`src/design/jsu_pkg.sv`:
```
// Shared types, codes and helper functions for the JSON string unescape block.
package jsu_pkg;

  // Decoder modes
  localparam logic [2:0] MODE_IDLE   = 3'd0;
  localparam logic [2:0] MODE_BODY   = 3'd1;
  localparam logic [2:0] MODE_ESC    = 3'd2;
  localparam logic [2:0] MODE_HEX    = 3'd3;
  localparam logic [2:0] MODE_SUR_BS = 3'd4;
  localparam logic [2:0] MODE_SUR_U  = 3'd5;
  localparam logic [2:0] MODE_HEX2   = 3'd6;

  // Result kinds
  localparam logic [1:0] KIND_BYTE = 2'd0;
  localparam logic [1:0] KIND_DONE = 2'd1;
  localparam logic [1:0] KIND_FAIL = 2'd2;

  // Failure codes
  localparam logic [2:0] ERR_NONE   = 3'd0;
  localparam logic [2:0] ERR_LONG   = 3'd1;
  localparam logic [2:0] ERR_CTRL   = 3'd2;
  localparam logic [2:0] ERR_ESC    = 3'd3;
  localparam logic [2:0] ERR_UNTERM = 3'd4;

  localparam logic [15:0] MAX_LEN_RESET = 16'd4096;

  // Input request
  typedef struct packed {
    logic [7:0] data_byte;
    logic       text_end;
  } req_t;

  // Output result
  typedef struct packed {
    logic [7:0] out_byte;
    logic [1:0] kind;
    logic [2:0] error_code;
    logic       last;
  } rsp_t;

  // Decoder state
  typedef struct packed {
    logic [2:0]  mode;
    logic [1:0]  hex_cnt;
    logic [15:0] high_unit;
    logic [15:0] low_unit;
    logic [16:0] count;
  } state_t;

  // Results caused by one request: n is the number of results minus one
  typedef struct packed {
    logic            vld;
    logic [1:0]      n;
    logic [1:0]      kind;
    logic [2:0]      err;
    logic [3:0][7:0] bytes;
  } grp_t;

  // Hex digit value, 16 when the byte is not a hex digit
  function automatic logic [4:0] hex_value(input logic [7:0] c);
    logic [4:0] h;
    begin
      h = 5'd16;
      if (c >= 8'h30 && c <= 8'h39) h = 5'(c - 8'h30);
      else if (c >= 8'h61 && c <= 8'h66) h = 5'(c - 8'h61 + 8'd10);
      else if (c >= 8'h41 && c <= 8'h46) h = 5'(c - 8'h41 + 8'd10);
      return h;
    end
  endfunction

  // UTF-8 encode one code point into a result group
  function automatic grp_t encode_cp(input logic [20:0] cp);
    grp_t g;
    begin
      g      = '0;
      g.vld  = 1'b1;
      g.kind = KIND_BYTE;
      if (cp < 21'h80) begin
        g.n        = 2'd0;
        g.bytes[0] = cp[7:0];
      end else if (cp < 21'h800) begin
        g.n        = 2'd1;
        g.bytes[0] = 8'hc0 | {3'b0, cp[10:6]};
        g.bytes[1] = 8'h80 | {2'b0, cp[5:0]};
      end else if (cp < 21'h10000) begin
        g.n        = 2'd2;
        g.bytes[0] = 8'he0 | {4'b0, cp[15:12]};
        g.bytes[1] = 8'h80 | {2'b0, cp[11:6]};
        g.bytes[2] = 8'h80 | {2'b0, cp[5:0]};
      end else begin
        g.n        = 2'd3;
        g.bytes[0] = 8'hf0 | {5'b0, cp[20:18]};
        g.bytes[1] = 8'h80 | {2'b0, cp[17:12]};
        g.bytes[2] = 8'h80 | {2'b0, cp[11:6]};
        g.bytes[3] = 8'h80 | {2'b0, cp[5:0]};
      end
      return g;
    end
  endfunction

endpackage

```
`src/design/jsu_step.sv`:
```
// Next-state and result-group logic for one input byte of the string decoder.
module jsu_step (
  input  jsu_pkg::state_t st,
  input  jsu_pkg::req_t   req,
  input  logic [15:0]     max_len,
  output jsu_pkg::state_t st_next,
  output jsu_pkg::grp_t   grp
);

  logic [7:0]  c;
  logic [4:0]  h;
  logic [15:0] unit;
  logic [15:0] v;
  logic [20:0] cp;
  logic        esc_hit;
  logic [7:0]  esc_byte;

  assign c    = req.data_byte;
  assign h    = jsu_pkg::hex_value(c);
  assign unit = (st.mode == jsu_pkg::MODE_HEX2) ? st.low_unit : st.high_unit;
  assign v    = {unit[11:0], h[3:0]};
  // Join a surrogate pair: high unit is already stored, low unit is v
  assign cp   = 21'h10000 + {1'b0, st.high_unit[9:0], v[9:0]};

  // Map a simple escape letter to its byte
  always_comb begin
    esc_hit  = 1'b1;
    esc_byte = 8'h00;
    case (c)
      8'h22:   esc_byte = 8'h22;
      8'h5c:   esc_byte = 8'h5c;
      8'h2f:   esc_byte = 8'h2f;
      8'h62:   esc_byte = 8'h08;
      8'h66:   esc_byte = 8'h0c;
      8'h6e:   esc_byte = 8'h0a;
      8'h72:   esc_byte = 8'h0d;
      8'h74:   esc_byte = 8'h09;
      default: esc_hit = 1'b0;
    endcase
  end

  // Decode one request
  always_comb begin
    logic       fail;
    logic       done;
    logic [2:0] err;
    logic       emit;
    jsu_pkg::grp_t eg;

    st_next = st;
    grp     = '0;
    fail    = 1'b0;
    done    = 1'b0;
    err     = jsu_pkg::ERR_NONE;
    emit    = 1'b0;
    eg      = '0;

    if (st.mode == jsu_pkg::MODE_IDLE) begin
      // Take any byte as the opening quote
      if (!req.text_end) begin
        st_next.mode    = jsu_pkg::MODE_BODY;
        st_next.hex_cnt = 2'd0;
        st_next.count   = '0;
      end
    end else if (req.text_end) begin
      fail = 1'b1;
      err  = (st.mode == jsu_pkg::MODE_BODY || st.mode == jsu_pkg::MODE_ESC) ?
             jsu_pkg::ERR_UNTERM : jsu_pkg::ERR_ESC;
    end else begin
      unique case (st.mode)
        jsu_pkg::MODE_BODY: begin
          if (c == 8'h22) begin
            done = 1'b1;
          end else if (st.count >= {1'b0, max_len}) begin
            fail = 1'b1;
            err  = jsu_pkg::ERR_LONG;
          end else if (c < 8'h20) begin
            fail = 1'b1;
            err  = jsu_pkg::ERR_CTRL;
          end else if (c == 8'h5c) begin
            st_next.mode = jsu_pkg::MODE_ESC;
          end else begin
            // Pass a plain byte through as is
            emit        = 1'b1;
            eg.vld      = 1'b1;
            eg.kind     = jsu_pkg::KIND_BYTE;
            eg.bytes[0] = c;
          end
        end
        jsu_pkg::MODE_ESC: begin
          if (c == 8'h75) begin
            st_next.mode      = jsu_pkg::MODE_HEX;
            st_next.hex_cnt   = 2'd0;
            st_next.high_unit = '0;
          end else if (esc_hit) begin
            emit = 1'b1;
            eg   = jsu_pkg::encode_cp({13'b0, esc_byte});
          end else begin
            fail = 1'b1;
            err  = jsu_pkg::ERR_ESC;
          end
        end
        jsu_pkg::MODE_HEX, jsu_pkg::MODE_HEX2: begin
          if (h[4]) begin
            fail = 1'b1;
            err  = jsu_pkg::ERR_ESC;
          end else begin
            if (st.mode == jsu_pkg::MODE_HEX2) st_next.low_unit = v;
            else st_next.high_unit = v;
            st_next.hex_cnt = st.hex_cnt + 2'd1;
            if (st.hex_cnt == 2'd3) begin
              if (st.mode == jsu_pkg::MODE_HEX) begin
                if (v >= 16'hd800 && v < 16'hdc00) begin
                  st_next.mode = jsu_pkg::MODE_SUR_BS;
                end else if ((v >= 16'hdc00 && v < 16'he000) || v == 16'h0000) begin
                  fail = 1'b1;
                  err  = jsu_pkg::ERR_ESC;
                end else begin
                  emit = 1'b1;
                  eg   = jsu_pkg::encode_cp({5'b0, v});
                end
              end else if (v < 16'hdc00 || v >= 16'he000) begin
                fail = 1'b1;
                err  = jsu_pkg::ERR_ESC;
              end else begin
                emit = 1'b1;
                eg   = jsu_pkg::encode_cp(cp);
              end
            end
          end
        end
        jsu_pkg::MODE_SUR_BS: begin
          if (c == 8'h5c) begin
            st_next.mode = jsu_pkg::MODE_SUR_U;
          end else begin
            fail = 1'b1;
            err  = jsu_pkg::ERR_ESC;
          end
        end
        jsu_pkg::MODE_SUR_U: begin
          if (c == 8'h75) begin
            st_next.mode     = jsu_pkg::MODE_HEX2;
            st_next.hex_cnt  = 2'd0;
            st_next.low_unit = '0;
          end else begin
            fail = 1'b1;
            err  = jsu_pkg::ERR_ESC;
          end
        end
        default: st_next.mode = jsu_pkg::MODE_IDLE;
      endcase
    end

    // Drive the result group and finish the state update
    if (fail || done) begin
      st_next.mode    = jsu_pkg::MODE_IDLE;
      st_next.hex_cnt = 2'd0;
      st_next.count   = '0;
      grp.vld         = 1'b1;
      grp.n           = 2'd0;
      grp.kind        = fail ? jsu_pkg::KIND_FAIL : jsu_pkg::KIND_DONE;
      grp.err         = err;
    end else if (emit) begin
      st_next.mode  = jsu_pkg::MODE_BODY;
      st_next.count = st.count + 17'(eg.n) + 17'd1;
      grp           = eg;
    end
  end

endmodule

```
`src/design/json_string_unescape_utf8.sv`:
```
// Top level of the JSON string unescape block: state, length register and result serializer.
// Decodes a JSON string body one raw byte per request and returns UTF-8 bytes, a closing
// result or a failure, one result per cycle on the rsp channel while rsp_stall is low. A
// request is decoded in the cycle it is accepted; its results (one to four) appear from the
// next cycle on. Requests giving at most one result go at one per cycle while rsp_stall is
// low; more results stall req until the single result register has sent them. The user writes
// max_len via cfg_write/cfg_data only while no string is in flight; the block does not check.
module json_string_unescape_utf8 (
  input  logic           clk,
  input  logic           rst,
  input  logic           req_valid,
  output logic           req_stall,
  input  jsu_pkg::req_t  req,
  output logic           rsp_valid,
  input  logic           rsp_stall,
  output jsu_pkg::rsp_t  rsp,
  input  logic           cfg_write,
  input  logic [15:0]    cfg_data
);

  jsu_pkg::state_t st;
  jsu_pkg::state_t st_next;
  jsu_pkg::grp_t   step_grp;
  jsu_pkg::grp_t   grp;
  logic [15:0]     max_len;
  logic            busy;
  logic [1:0]      idx;
  logic            req_take;
  logic            rsp_take;
  logic            drain_last;

  jsu_step u_step (
    .st      (st),
    .req     (req),
    .max_len (max_len),
    .st_next (st_next),
    .grp     (step_grp)
  );

  assign rsp_take   = rsp_valid && !rsp_stall;
  assign drain_last = rsp_take && (idx == grp.n);
  assign req_stall  = busy && !drain_last;
  assign req_take   = req_valid && !req_stall;

  // Present the current result of the held group
  assign rsp_valid      = busy;
  assign rsp.out_byte   = grp.bytes[idx];
  assign rsp.kind       = grp.kind;
  assign rsp.error_code = grp.err;
  assign rsp.last       = (idx == grp.n);

  // Control state
  always_ff @(posedge clk) begin
    if (rst) begin
      st      <= '0;
      max_len <= jsu_pkg::MAX_LEN_RESET;
      busy    <= 1'b0;
      idx     <= 2'd0;
    end else begin
      if (cfg_write) max_len <= cfg_data;
      if (req_take) st <= st_next;
      if (req_take && step_grp.vld) begin
        // Load a new group
        busy <= 1'b1;
        idx  <= 2'd0;
      end else if (rsp_take) begin
        // Advance through the group, drop it after the last result
        if (drain_last) begin
          busy <= 1'b0;
          idx  <= 2'd0;
        end else begin
          idx <= idx + 2'd1;
        end
      end
    end
  end

  // Hold the result group payload
  always_ff @(posedge clk) begin
    if (req_take && step_grp.vld) grp <= step_grp;
  end

endmodule

```
`config.mk`:
```
export PLATFORM = sky130hd
export DESIGN_NAME = json_string_unescape_utf8
export DESIGN_NICKNAME = d
export VERILOG_FILES = /design/src/design/jsu_pkg.sv /design/src/design/jsu_step.sv /design/src/design/json_string_unescape_utf8.sv
export SDC_FILE = /design/constraint.sdc
export NUM_CORES = 1
export LEC_CHECK = 0
export ABC_AREA = 1
export BUFFER_PORTS_ARGS = -buffer_cell sky130_fd_sc_hd__buf_2
export CAP_MARGIN = 0
export CORE_ASPECT_RATIO = 0.75
export CORE_MARGIN = 2
export CORE_UTILIZATION = 65
export DETAILED_ROUTE_END_ITERATION = 12
export MAX_ROUTING_LAYER = met4
export PLACE_DENSITY = 0.85
export SYNTH_ARGS = -nofsm -noshare
export SYNTH_HDL_FRONTEND = slang
export SYNTH_SLANG_ARGS = --single-unit
export TNS_END_PERCENT = 1
```
`constraint.sdc`:
```
create_clock -name clk -period 10.4 [get_ports clk]
set_input_delay 1.56 -clock clk [delete_from_list [all_inputs] [get_ports clk]]
set_output_delay 1.56 -clock clk [all_outputs]
set_load 0.02 [all_outputs]
```
==> results.toml <==
[route]
drtIter0Drc = 1080
ant_nets = 0
drc = 0
vias = 6760
via_per_inst = 5.98
routed_wl_mm = 19.6
post_drt_wl_per_cell_um = 17.3
drt-pass1-iter-count = 6

[finish]
final_common_cell = "nand2_1"
drive_gt1_share_pct = 14.2
nets = 1044
syn2layout_area_growth_pct = 6.83
instances_no_fill = 1131
final_cell_area_sq_um = 7380
mostFrequentLayoutCells = "nand2_1 (172), nor2_1 (130), inv_1 (114), a21oi_1 (71), dfxtp_1 (65)"

[clock_network]
clockRootBuffer = "clkbuf_16"
post_cts_buffers = 0
cts_buffers = 9
ctsResizeCount = 0
clk_pin_slew_ns = 0.07
clock-sinks = 101
h-tree-depth = 3
postCtsHoldBufs = 0
clk_path_buf_depth = 2
cts_tree = "done"
clk_latency_ns = 0.35

[setup_path]
crit_type = "input port to register"
slowest_delay_ns = 0.42
critPathLaunchType = "input port"
crit_path_end_kind = "register"
required_ns = 10.60
startpoint = "req[1]"
worstReg2RegStart = "st[39]"
cp_top_family = "simple AND/OR/NAND/NOR gates"
critPathBufInv = 6
path_max_fanout = 6
worstPathArrival_ns = 5.15
cpMaxStageDelayCell = "fa_1"
cpMostUsedCell = "nand2_1"

[global_routing]
grt_pass1_wl_mm = 31.7
grt_max_degree = 44
grt_pass1_vias = 6173
overflow = 0
track_usage_pct = 36.7
antenna_found_initial = 1

[timing]
fin_hold_ws_ns = 0.464
period_share_pct = 47.6
slew_violations = 0
finalSetupTns_ns = 0
rsz0062_at_grt = "false"
finalSetupViolations = 0
fmax_mhz = 202
finClkSkew_ns = 0.0108
slew_headroom_pct = 19.2
period_minus_slack_ns = 4.95
hold_violations = 0
layout_setup_ws_ns = 5.45
tightest_slew_ns = 1.21

[pwr]
combPwrFrac_pct = 40.6
netSwitchingFraction_pct = 42.1
ir_drop_v = 0.000117
power_frac_seq_pct = 36.8
leakage_nw = 2.98
clkPwrFrac_pct = 22.6
internal_power_mw = 0.861
power_density_nw_per_um2 = 202
p_sw_mw = 0.627

[floorplan]
initial_core_util_pct = 66.9
die_w_um = 123
ios = 46
coreArea_sq_um = 10300
fp.dieH_um = 93.3
die_area_sq_um = 11500
rows = 32

[status]
status = "complete, no violations"

[synthesis]
syn_inst = 972
synthesis.area_sq_um = 6910
async_flop_share_pct = 0
synth_edf_count = 36
yosys_warnings = 0
ys_seq_area_share_pct = 34.5
synth.area.top_cells = "dfxtp_1 (19%), edfxtp_1 (16%), nand2_1 (9.3%)"
netlist-cell-type-count = 49
avgSynthCellArea_sq_um = 7.11
syn-num-nets = 1027
synth_top_area_cell = "dfxtp_1"
synth_top_area_share_pct = 18.8
ys_seq_elements = 101
synthFlopType = "dfxtp_1"

[placed_design]
dpl_cell_area_sq_um = 7090
gp_congestion = 1.05
placed_cells_incl_taps = 1114
port_buffers = 45
dpl.hpwl_mm = 14.5
dp_slack_ns = 5.21

[hold_path]
hp-start = "max_len[4]"
hp-class = "register to register"

[flow_run]
drv_cap = 0
==> layer usage <==
metal | vias up | global-route usage [%] | routed length [um]
li1 | 3289 | - | -
met1 | 3095 | 52.6 | 9080
met2 | 341 | 53.2 | 8240
met3 | 35 | 7.99 | 1950
met4 | 0 | 8.52 | 296
met5 | - | - | 0
==> cell usage after synthesis (2+ instances only) <==
cell type,n
a21oi_1,71
a21oi_2,11
a22oi_1,15
a31oi_1,4
buf_2,6
buf_4,9
buf_6,4
clkbuf_1,21
dfxtp_1,65
edfxtp_1,36
ha_1,24
inv_1,114
inv_2,9
nand2_1,172
nand2_2,26
nand2_8,2
nand3_1,50
nand3_2,2
nand4_1,21
nor2_1,130
nor2_2,6
nor2_4,2
nor3_1,24
nor3_2,2
nor4_1,11
o211ai_1,14
o21ai_0,61
o21ai_1,2
o21ai_2,7
o221ai_1,4
o22ai_1,14
or2_2,2
xnor2_1,2
xor2_1,14
==> stage by stage <==
step | util [%] | power, mW
3_5_place_dp | 68.6 | 1.15
4_1_cts | 71.4 | 1.49
5_1_grt | 71.4 | 1.58
6_report | 71.4 | 1.49
3_3_place_gp | 68.6 | 1.14
2_1_floorplan | - | 1.04
==> final timing paths <==
check	cells past startpoint	slack, ns	end
min reg2reg	2	0.46	max_len[4]
max reg2reg	22	5.95	st[10]
min	2	0.46	max_len[4]
max	25	5.45	st[10]
==> registers in the layout, indices dropped and copies added, names as in the netlist <==
signal / flops
idx: 2
grp: 31
rsp: 5
max_len: 16
st: 46
rsp_valid: 1
==> cell type report <==
type                       count  area [sq um]
timing repair buffer          48           248
fill                         873          2950
tap                          136           170
multi-input combinational    704          3810
clock inverter                 7          66.3
clock buffer                   9           225
antenna                        1          2.50
sequential                   101          2380
inverter                     125           474
==> worst reg2reg max path, stage by stage (launching register included) <==
cell	delay [ns]
dfxtp_1	0.40
ha_1	0.21
xor2_1	0.19
nor2_1	0.06
nand4_1	0.38
nor3_1	0.19
inv_1	0.33
nor2_1	0.11
nand3_1	0.11
nand2_1	0.15
nor2_1	0.16
o21ai_0	0.12
nor3_1	0.21
inv_1	0.07
ha_1	0.21
fa_1	0.42
nor2_1	0.24
nand2_1	0.15
nor3_1	0.21
xnor2_1	0.14
nor2_1	0.06
nand3_1	0.12
a21oi_2	0.06
==> logic make-up after synthesis <==
family          after synthesis  share of synthesized area (%)
simple gates                455                           30.4
compound gates              208                           18.0
buf+inv                     167                           10.4
flops                       101                           34.5
fa+ha+maj                    25                           4.64
xor+xnor                     16                           2.03
==> power by group through the flow <==
stage	combinational, mW	clock (mW)	sequential [mW]
after floorplan	0.503	0	0.538
after global placement	0.586	0	0.552
after global routing	0.671	0.356	0.555
after CTS	0.598	0.340	0.547
after detailed placement	0.594	0	0.556
final	0.604	0.336	0.548
(Power assumes the default switching activity.)
